[config.mk]
export PLATFORM = sky130hd
export DESIGN_NAME = pair_sum_search_flat
export DESIGN_NICKNAME = d
export VERILOG_FILES = /design/src/sv/pss_pkg.sv /design/src/sv/pss_if.sv /design/src/sv/pair_sum_search.sv /design/src/flat_wrapper.sv
export SDC_FILE = /design/constraint.sdc
export NUM_CORES = 2
export LEC_CHECK = 0
export ABC_AREA = 1
export BUFFER_PORTS_ARGS = -buffer_cell sky130_fd_sc_hd__buf_2
export CORE_MARGIN = 5
export CORE_UTILIZATION = 30
export CTS_CLUSTER_DIAMETER = 80
export DETAILED_ROUTE_END_ITERATION = 6
export PLACE_DENSITY_LB_ADDON = 0.3
export SYNTH_ARGS = -nofsm -noshare
export SYNTH_HDL_FRONTEND = slang
export SYNTH_SLANG_ARGS = --single-unit
[constraint.sdc]
create_clock -name clk -period 9.1 [get_ports clk]
set_clock_uncertainty 0.1 [all_clocks]
set_input_delay 1.82 -clock clk [delete_from_list [all_inputs] [get_ports clk]]
set_output_delay 1.82 -clock clk [all_outputs]
set_load 0.005 [all_outputs]
[src/sv/pss_pkg.sv]
package pss_pkg;

    // Defaults for the top-level parameters.
    localparam int MAX_ITEMS_DEF  = 128;
    localparam int VALUE_BITS_DEF = 16;

    // The target register width is fixed.
    localparam int TARGET_BITS = 17;

endpackage

[src/sv/pss_if.sv]
// Input channel: one list element per beat.
interface pss_in_if
    import pss_pkg::*;
#(
    parameter int VALUE_BITS = VALUE_BITS_DEF
);
    logic                  valid;
    logic                  ready;
    logic [VALUE_BITS-1:0] item_value;
    logic                  last_item;

    modport source (output valid, output item_value, output last_item, input ready);
    modport sink   (input valid, input item_value, input last_item, output ready);
endinterface

// Output channel: one search result per beat.
interface pss_out_if
    import pss_pkg::*;
#(
    parameter int VALUE_BITS = VALUE_BITS_DEF
);
    logic                  valid;
    logic                  ready;
    logic                  found;
    logic [VALUE_BITS-1:0] smaller_value;
    logic [VALUE_BITS-1:0] larger_value;

    modport source (output valid, output found, output smaller_value,
                    output larger_value, input ready);
    modport sink   (input valid, input found, input smaller_value,
                    input larger_value, output ready);
endinterface

[src/sv/pair_sum_search.sv]
// Pair sum search. Load a list of unsigned values, one per input beat, into an
// on-chip memory of MAX_ITEMS entries; the beat with last_item set closes the
// list (beats beyond MAX_ITEMS are dropped, but a dropped beat flagged last
// still closes the list). The block then scans index pairs i<j, i outer and j
// inner, both ascending, and returns one result beat for the first pair whose
// later value is below target_sum and whose two values add up to target_sum
// exactly: found=1 with the two values ordered smaller first. Without such a
// pair, found=0 and both values are zero. The scan runs over the memory's
// single read port, one pair per cycle, plus an S_RDI and an S_LDA step to
// fetch each new outer value. Input beats are taken only while loading; a new
// list may load while a result beat still waits to be taken. Write target_sum
// through cfg_wr_en / cfg_wr_data only while the block is idle. Reset clears
// the list and target_sum; no clearing pass is needed.
module pair_sum_search
    import pss_pkg::*;
#(
    parameter int MAX_ITEMS  = MAX_ITEMS_DEF,
    parameter int VALUE_BITS = VALUE_BITS_DEF
)
(
    input  logic                   clk,
    input  logic                   rst_n,
    input  logic                   cfg_wr_en,
    input  logic [TARGET_BITS-1:0] cfg_wr_data,
    pss_in_if.sink                 in_item,
    pss_out_if.source              out_result
);

    localparam int IDX_W = (MAX_ITEMS > 1) ? $clog2(MAX_ITEMS) : 1;
    localparam int CNT_W = $clog2(MAX_ITEMS + 1);
    localparam int CMP_W = (VALUE_BITS + 1 > TARGET_BITS) ? VALUE_BITS + 1 : TARGET_BITS;

    // Sequencer codes.
    localparam logic [2:0] S_LOAD = 3'd0; // take list beats
    localparam logic [2:0] S_RDI  = 3'd1; // read the outer value
    localparam logic [2:0] S_LDA  = 3'd2; // latch outer value, read first inner
    localparam logic [2:0] S_CMP  = 3'd3; // compare one pair per cycle
    localparam logic [2:0] S_FIN  = 3'd4; // hand the result to the output stage

    logic [2:0]             state_reg, state_next;
    logic [CNT_W-1:0]       count_reg, count_next;
    logic [IDX_W-1:0]       i_reg, i_next;
    logic [IDX_W-1:0]       j_reg, j_next;
    logic [TARGET_BITS-1:0] target_reg;
    logic [VALUE_BITS-1:0]  a_reg, a_next;

    logic                   res_found_reg, res_found_next;
    logic [VALUE_BITS-1:0]  res_lo_reg, res_lo_next;
    logic [VALUE_BITS-1:0]  res_hi_reg, res_hi_next;

    logic                   out_valid_reg, out_valid_next;
    logic                   out_found_reg, out_found_next;
    logic [VALUE_BITS-1:0]  out_lo_reg, out_lo_next;
    logic [VALUE_BITS-1:0]  out_hi_reg, out_hi_next;

    // Value store: one write port, one registered read port.
    logic [VALUE_BITS-1:0]  mem [MAX_ITEMS];
    logic [VALUE_BITS-1:0]  rd_data;
    logic [IDX_W-1:0]       rd_addr;
    logic                   wr_en;

    logic                   in_beat;
    logic                   out_free;
    logic                   store_room;
    logic [CNT_W-1:0]       loaded_count;
    logic [CMP_W-1:0]       a_ext;
    logic [CMP_W-1:0]       b_ext;
    logic [CMP_W-1:0]       t_ext;
    logic                   pair_hit;
    logic                   j_more;
    logic                   i_more;

    assign in_item.ready = (state_reg == S_LOAD);
    assign in_beat       = in_item.valid && in_item.ready;
    assign store_room    = (count_reg < CNT_W'(MAX_ITEMS));
    assign wr_en         = in_beat && store_room;
    assign loaded_count  = store_room ? count_reg + CNT_W'(1) : count_reg;

    // Output slot can take a new result when empty or being drained.
    assign out_free = !out_valid_reg || out_result.ready;

    // Pair check: rd_data holds the inner value while scanning.
    assign a_ext    = CMP_W'(a_reg);
    assign b_ext    = CMP_W'(rd_data);
    assign t_ext    = CMP_W'(target_reg);
    assign pair_hit = (b_ext < t_ext) && (a_ext + b_ext == t_ext);
    assign j_more   = (CNT_W'(j_reg) + CNT_W'(1)) < count_reg;
    assign i_more   = (CNT_W'(i_reg) + CNT_W'(2)) < count_reg;

    always_comb
    begin
        case (state_reg)
            S_RDI:   rd_addr = i_reg;
            S_LDA:   rd_addr = i_reg + IDX_W'(1);
            S_CMP:   rd_addr = j_reg + IDX_W'(1);
            default: rd_addr = i_reg;
        endcase
    end

    always_ff @(posedge clk)
    begin
        if (wr_en)
        begin
            mem[count_reg[IDX_W-1:0]] <= in_item.item_value;
        end
        rd_data <= mem[rd_addr];
    end

    always_comb
    begin
        state_next     = state_reg;
        count_next     = count_reg;
        i_next         = i_reg;
        j_next         = j_reg;
        a_next         = a_reg;
        res_found_next = res_found_reg;
        res_lo_next    = res_lo_reg;
        res_hi_next    = res_hi_reg;
        out_valid_next = out_valid_reg && !out_result.ready;
        out_found_next = out_found_reg;
        out_lo_next    = out_lo_reg;
        out_hi_next    = out_hi_reg;

        case (state_reg)
            S_LOAD:
            begin
                if (in_beat)
                begin
                    count_next = loaded_count;
                    if (in_item.last_item)
                    begin
                        i_next         = '0;
                        res_found_next = 1'b0;
                        res_lo_next    = '0;
                        res_hi_next    = '0;
                        // Fewer than two values: nothing to pair.
                        state_next = (loaded_count < CNT_W'(2)) ? S_FIN : S_RDI;
                    end
                end
            end
            S_RDI:
            begin
                state_next = S_LDA;
            end
            S_LDA:
            begin
                a_next     = rd_data;
                j_next     = i_reg + IDX_W'(1);
                state_next = S_CMP;
            end
            S_CMP:
            begin
                if (pair_hit)
                begin
                    res_found_next = 1'b1;
                    res_lo_next    = (a_reg <= rd_data) ? a_reg : rd_data;
                    res_hi_next    = (a_reg <= rd_data) ? rd_data : a_reg;
                    state_next     = S_FIN;
                end
                else if (j_more)
                begin
                    j_next = j_reg + IDX_W'(1);
                end
                else if (i_more)
                begin
                    i_next     = i_reg + IDX_W'(1);
                    state_next = S_RDI;
                end
                else
                begin
                    state_next = S_FIN;
                end
            end
            S_FIN:
            begin
                if (out_free)
                begin
                    out_valid_next = 1'b1;
                    out_found_next = res_found_reg;
                    out_lo_next    = res_lo_reg;
                    out_hi_next    = res_hi_reg;
                    count_next     = '0;
                    state_next     = S_LOAD;
                end
            end
            default:
            begin
                state_next = S_LOAD;
            end
        endcase
    end

    always_ff @(posedge clk or negedge rst_n)
    begin
        if (!rst_n)
        begin
            state_reg     <= S_LOAD;
            count_reg     <= '0;
            out_valid_reg <= 1'b0;
            target_reg    <= '0;
        end
        else
        begin
            state_reg     <= state_next;
            count_reg     <= count_next;
            out_valid_reg <= out_valid_next;
            if (cfg_wr_en)
            begin
                target_reg <= cfg_wr_data;
            end
        end
    end

    // Payload and scan registers: no reset needed.
    always_ff @(posedge clk)
    begin
        i_reg         <= i_next;
        j_reg         <= j_next;
        a_reg         <= a_next;
        res_found_reg <= res_found_next;
        res_lo_reg    <= res_lo_next;
        res_hi_reg    <= res_hi_next;
        out_found_reg <= out_found_next;
        out_lo_reg    <= out_lo_next;
        out_hi_reg    <= out_hi_next;
    end

    assign out_result.valid         = out_valid_reg;
    assign out_result.found         = out_found_reg;
    assign out_result.smaller_value = out_lo_reg;
    assign out_result.larger_value  = out_hi_reg;

`ifndef NO_ASSERTIONS
    // The fill count never passes the store depth.
    a_count_bound: assert property (@(posedge clk) disable iff (!rst_n)
        count_reg <= CNT_W'(MAX_ITEMS))
        else $error("item count exceeds store depth");

    // Inner index stays after the outer one and inside the list while scanning.
    a_scan_range: assert property (@(posedge clk) disable iff (!rst_n)
        (state_reg == S_CMP) |-> (j_reg > i_reg) && (CNT_W'(j_reg) < count_reg))
        else $error("scan index out of range");

    // A scan only runs over a list of at least two values.
    a_scan_count: assert property (@(posedge clk) disable iff (!rst_n)
        (state_reg == S_RDI || state_reg == S_LDA || state_reg == S_CMP)
            |-> (count_reg >= CNT_W'(2)))
        else $error("scan over a list shorter than two");

    // A new result beat appears only right after the finish step.
    a_result_origin: assert property (@(posedge clk) disable iff (!rst_n)
        $rose(out_valid_reg) |-> $past(state_reg == S_FIN))
        else $error("result beat without a finished search");
`endif

endmodule

[src/flat_wrapper.sv]
// flat-port wrapper written by rule: the top's interface ports become plain ports
module pair_sum_search_flat import pss_pkg::*;
#(
    parameter int MAX_ITEMS  = MAX_ITEMS_DEF,
    parameter int VALUE_BITS = VALUE_BITS_DEF
)
  (clk, rst_n, cfg_wr_en, cfg_wr_data, in_item_valid, in_item_item_value, in_item_last_item, in_item_ready, out_result_valid, out_result_found, out_result_smaller_value, out_result_larger_value, out_result_ready);
  pss_in_if #(.VALUE_BITS(VALUE_BITS)) in_item_i ();
  pss_out_if #(.VALUE_BITS(VALUE_BITS)) out_result_i ();
  input  logic clk;
  input  logic rst_n;
  input  logic cfg_wr_en;
  input  logic [TARGET_BITS-1:0] cfg_wr_data;
  input wire logic [$bits(in_item_i.valid)-1:0] in_item_valid;
  input wire logic [$bits(in_item_i.item_value)-1:0] in_item_item_value;
  input wire logic [$bits(in_item_i.last_item)-1:0] in_item_last_item;
  output wire logic [$bits(in_item_i.ready)-1:0] in_item_ready;
  output wire logic [$bits(out_result_i.valid)-1:0] out_result_valid;
  output wire logic [$bits(out_result_i.found)-1:0] out_result_found;
  output wire logic [$bits(out_result_i.smaller_value)-1:0] out_result_smaller_value;
  output wire logic [$bits(out_result_i.larger_value)-1:0] out_result_larger_value;
  input wire logic [$bits(out_result_i.ready)-1:0] out_result_ready;
  assign in_item_i.valid = in_item_valid;
  assign in_item_i.item_value = in_item_item_value;
  assign in_item_i.last_item = in_item_last_item;
  assign in_item_ready = in_item_i.ready;
  assign out_result_valid = out_result_i.valid;
  assign out_result_found = out_result_i.found;
  assign out_result_smaller_value = out_result_i.smaller_value;
  assign out_result_larger_value = out_result_i.larger_value;
  assign out_result_i.ready = out_result_ready;
  pair_sum_search #(.MAX_ITEMS(MAX_ITEMS), .VALUE_BITS(VALUE_BITS)) u_core (.clk(clk), .rst_n(rst_n), .cfg_wr_en(cfg_wr_en), .cfg_wr_data(cfg_wr_data), .in_item(in_item_i), .out_result(out_result_i));
endmodule
# == Word level (Yosys, flattened, before mapping) ==
# Memories as Yosys holds them, arrays and structs flattened. A register that Yosys moved wholly into a read port is not among the register bits.
# Index checks and enable logic that the tools add are counted.
# word_totals
register_bits,125
latchBits,0
mem_bits_rw,2048
mem_bits_ro,0
inputBits,39
out_inout_bits,35
wordCells,95
memories,1
# op_classes
add_sub_neg,6
multipliers,0
div_mod_pow,0
order_cmp,6
eq_ne,14
shift,0
muxes,38
n_bitwise,0
reduce_logical,17
# memory_table
name,depth,word_bits,rd,rd_clocked_by_memory_dff,wr,line_no,rtl
u_core.mem,128,16,1,1,1,pair_sum_search.sv:57,logic [VALUE_BITS-1:0] mem [MAX_ITEMS];
# ops
cell,n
two-way mux 16 bit,6
case mux 16 bit (2 select lines),2
two-way mux 7 bit,7
case mux 7 bit (2 select lines),3
two-way mux 8 bit,3
two-way mux 3 bit,7
adder 16 x 16 -> 17 bit,1
equality test 17 bit,1
less-than comparator 16 x 17 -> 1 bit,1
less-or-equal comparator 16 bit,1
less-than comparator 8 bit,2
case mux 8 bit (2 select lines),1
case mux 3 bit (5 select lines),1
adder 7 x 1 -> 7 bit (second input constant),2
adder 7 x 1 -> 8 bit (second input constant),1
adder 7 x 2 -> 8 bit (second input constant),1
adder 8 x 1 -> 8 bit (second input constant),1
less-than comparator 8 x 2 -> 1 bit (second input constant),1
less-than comparator 8 bit (second input constant),1
!= test 2 x 1 -> 1 bit (second input constant),4
!= test 2 bit (second input constant),4
AND reduction 4 bit,2
two-way mux 1 bit,7
equality test 3 x 2 -> 1 bit (second input constant),2
other kinds (12),19

# == Longest topological paths before layout ==
# depth
ltp_word,7
mapped_depth,22
depth_no_buf,21

# == Worst setup path after synthesis ==
# OpenSTA, ideal clock, no wires.
# synth_timing
path_type,input to register
start,in in_item_last_item
end,reg u_core.res_found_reg (enable)
arrival_ns,3.675
required_ns,8.566
slack_ns,4.891
stages,4
cell_sequence,nand2_1 > nand2_1 > o21ai_0 > a21oi_1
# synth_via
elab_chain_cells,2
# synth_rtl
item,line_no,rtl
from (decl),flat_wrapper.sv:16,input wire logic [$bits(in_item_i.last_item)-1:0] in_item_last_item;
!= test 2 bit (no line),--,
AND reduction 4 bit (no line),--,
to (signal assigned),pair_sum_search.sv:220,res_found_reg <= res_found_next;
to (decl),pair_sum_search.sv:47,"logic res_found_reg, res_found_next;"
# Every way passes these cells.
# A chain may end at the register's enable or synchronous reset.

# == Worst setup path in the final report ==
# layout_timing
start,reg u_core.state_reg[1]
end,reg u_core.rd_data[1] (read register of u_core.mem)
# layout_via
elab_chain_cells,2
word_cells_on_any_way,3
# layout_rtl
item,line_no,rtl
from (decl),pair_sum_search.sv:40,"logic [2:0] state_reg, state_next;"
from (signal assigned),pair_sum_search.sv:204,state_reg <= state_next;
equality test 3 x 2 -> 1 bit,pair_sum_search.sv:92,case (state_reg)
case mux 7 bit (2 select lines) (*),pair_sum_search.sv:92,
to (decl),pair_sum_search.sv:58,logic [VALUE_BITS-1:0] rd_data;
# Mark *: on every way between the ends. The rest lies on a longest branch, timed or not.

==> impl_metrics.tcl <==
set metrics [dict create \
    hold_viol_final 0 \
    largest_reg_flops 2048 \
    rrSetupSlack_ns 3.95 \
    finalSetupViolations 0 \
    hold_buffers 0 \
    ff2ff_path_depth 15 \
    gp_congestion 0.8360 \
    grt_first_pass_wirelength_um 380400 \
    io_buffers 73 \
    grt_pass1_vias 56340 \
    clockRootBuffer "clkbuf_16" \
    powerDensity_nw_per_um2 392.5 \
    synthesis.area_um2 90390 \
    synthArstFlopShare_pct 1.325 \
    syn_nets 7830 \
    worst_path_max_delay_cell "buf_4" \
    synth_top_area_share_pct 71.23 \
    finalCritPeriodShare_pct 56.58 \
    grt-ovfl-total 0 \
    synth_most_common_cell "edfxtp_1" \
    synthTopCellsByCount "edfxtp_1, nand2_1, nand3_1" \
    combPwrFrac_pct 47.9 \
    place_area_um2 95530 \
    swShare_pct 45.96 \
    core_um2 300000 \
    drtAntennaViolNets 0 \
    tightest_slew_ns 1.277 \
    cts.sinks 2189 \
    die_w_um 558.9 \
    cts_setup_buffers 0 \
    clkTransAtPathRegs_ns 0.06 \
    min_path_cells 0 \
    r2r_end "u_core.rd_data[1]$_DFF_P_" \
    min_to "u_core.out_result.smaller_value[4]$_DFFE_PP_" \
    ios 74 \
    clockBufferDepth 4 \
    dp_hpwl_um 141500 \
    final_max_slew_viol_count 0 \
    gr-usage-all-layers_pct 15.88 \
    cts_tree "done" \
    cp-start-kind "flop" \
    seq_area_frac_synth_pct 72.38 \
    slew_headroom_pct 14.59 \
    post_drt_via_cell_ratio 4.961 \
    rsz0062_at_grt "false" \
    routed_wl_um 258100 \
    synth_edf_count 2144 \
    cp_max_fo 89 \
    muxShareOfSynthArea_pct 0.01246 \
    worstPathCellList "nand2_4 -> nor2_4 -> nand2_1 -> nand3_4 -> inv_8 -> buf_4 -> buf_4 -> nand2_1 -> nand3_1 -> nand3_1 -> nand3_1 -> nand3_1 -> nand3_1 -> nand3_1 -> nand2_1" \
    start_util_pct 30.13 \
    ys_top_cells_by_area "edfxtp_1, nand3_1, nand2_1" \
    wire_per_inst_um 21.69 \
    whs_ns 0.3173 \
    synth_fa_ha_area_share_pct 0.9219 \
    antenna_found_initial 9 \
    yosys.area_share.simple_pct 19.75 \
    finalCriticalPeriod_ns 5.149 \
    power_uw 40350 \
    first_pass_iters 6 \
    hold_start "u_core.res_lo_reg[4]$_SDFFCE_PN0P_" \
    grt_max_degree 200 \
    cp_slowest_stage_delay_ns 0.83 \
    vias 59030 \
    cts-htree-levels 4 \
    yosys.area.top_type "edfxtp_1" \
    ys_types 46 \
    p_int_uw 21810 \
    first_iter_violations 5925 \
    cp.arrival_ns 5.84 \
    ys.warnings.count 0 \
    synth_area_per_cell_um2 11.70 \
    design_area_um2 102800 \
    fin_util_pct 34.27 \
    clkLatencyLatePin_ns 0.89 \
    setup_tns_ns 0 \
    synth_xor_area_share_pct 0.3004 \
    ys_ff_latch 2189 \
    endpoint_kind "flop" \
    switchingPower_uw 18550 \
    syn2layout_area_growth_pct 13.76 \
    power_frac_seq_pct 29.3 \
    vdd.ir_drop.worst_mv 0.5643 \
    maxCapViolCount 0 \
    clock.fmax_mhz 194.2 \
    cts_resized 0 \
    crit_family "simple AND/OR/NAND/NOR gates" \
    critPathKind "reg2reg" \
    crit_top_cell "nand3_1" \
    syn_inst 7725 \
    status "completed" \
    die_area_um2 312400 \
    layout.nets 7863 \
    reg2reg_from "u_core.state_reg[1]$_DFFE_PN0P_" \
    p_leak_uw 0.03618 \
    hp-class "reg2reg" \
    synth_top_family_by_area "simple AND/OR/NAND/NOR gates" \
    synthFlopType "edfxtp_1" \
    die_y_um 558.9 \
    synth_compound_area_share_pct 3.066 \
    drive_above_1_share_pct 7.823 \
    drc_errors 0 \
    pwr-share-clk_pct 22.8 \
    cp.required_ns 9.79 \
    critical_path_buf_inv_count 3 \
    cts_made_buffers 228 \
    row_count 201 \
]
## logic make-up (layout without fill, tap and decap cells)
kind of cell | count (synthesis) | in the layout
flip-flops | 2189 | 2189
XOR/XNOR | 31 | 31
other | 0 | 2
multiplexers | 1 | 1
AO/OA/AOI/OAI | 490 | 490
adder cells (fa/ha/maj) | 66 | 66
buffers and inverters | 761 | 974
AND/OR/NAND/NOR | 4187 | 4187
## layout by cell type, fill, tap and decap left out, types with 10 or more instances in the layout
cell type / n
a21oi_1: 290
buf_12: 15
buf_2: 57
buf_4: 184
buf_6: 16
bufinv_16: 23
clkbuf_1: 56
clkbuf_16: 228
clkbuf_8: 10
clkinv_1: 38
clkinv_2: 35
clkinvlp_4: 10
dfrtp_1: 29
dfxtp_1: 16
edfxtp_1: 2144
ha_1: 65
inv_1: 283
nand2_1: 2140
nand3_1: 1623
nor2_1: 378
nor3_1: 15
o211ai_1: 98
o21ai_0: 70
xor2_1: 22
## power groups by stage
stage | logic (µW) | clock network [µW] | registers, µW
after global placement | 19200 | 0 | 12000
after detailed placement | 19300 | 0 | 12000
final | 19300 | 9200 | 11800
after floorplan | 12500 | 0 | 11800
after global routing | 21200 | 9810 | 11800
after CTS | 19400 | 9400 | 11800
## through the flow
| step | setup slack, ns | instances |
|---|---|---|
| floorplan | 4.891 | 7725 |
| global placement | 4.018 | 11490 |
| detailed placement | 3.928 | 11490 |
| CTS | 3.910 | 11900 |
| global route | 3.747 | 11900 |
| finish | 3.951 | 11900 |
## metal layers
metal	track usage [%]	share of wire (%)	up-vias
met3	2.406	6.1	389
met2	25.84	47	1873
met5	0	0	-
li1	-	-	27300
met1	21.90	44	29470
met4	4.922	3.1	0
## how the worst max path moves through the flow
stage / from / cells after the start / slack (ns) / end
after detailed placement: in_item_valid / 5 / 3.93 / u_core.mem[8][11]$_DFFE_PP_
after CTS: u_core.state_reg[1]$_DFFE_PN0P_ / 15 / 3.91 / u_core.rd_data[1]$_DFF_P_
after floorplan: in_item_last_item / 4 / 4.89 / u_core.res_found_reg$_DFFE_PP_
after global routing: u_core.state_reg[1]$_DFFE_PN0P_ / 15 / 3.75 / u_core.rd_data[1]$_DFF_P_
final: u_core.state_reg[1]$_DFFE_PN0P_ / 15 / 3.95 / u_core.rd_data[1]$_DFF_P_
after global placement: u_core.state_reg[1]$_DFFE_PN0P_ / 15 / 4.02 / u_core.rd_data[1]$_DFF_P_
## layout make-up
class | instances | area (µm²)
diodes | 2 | 5.005
clock buffers | 294 | 6053
clock inverters | 116 | 1235
fillers | 29310 | 197200
inverters | 292 | 1127
multi-input cells | 4775 | 21880
flip-flops and latches | 2189 | 65430
well taps | 3958 | 4952
repair buffers | 272 | 2147
No activity file was read; power rests on OpenSTA's default activity.
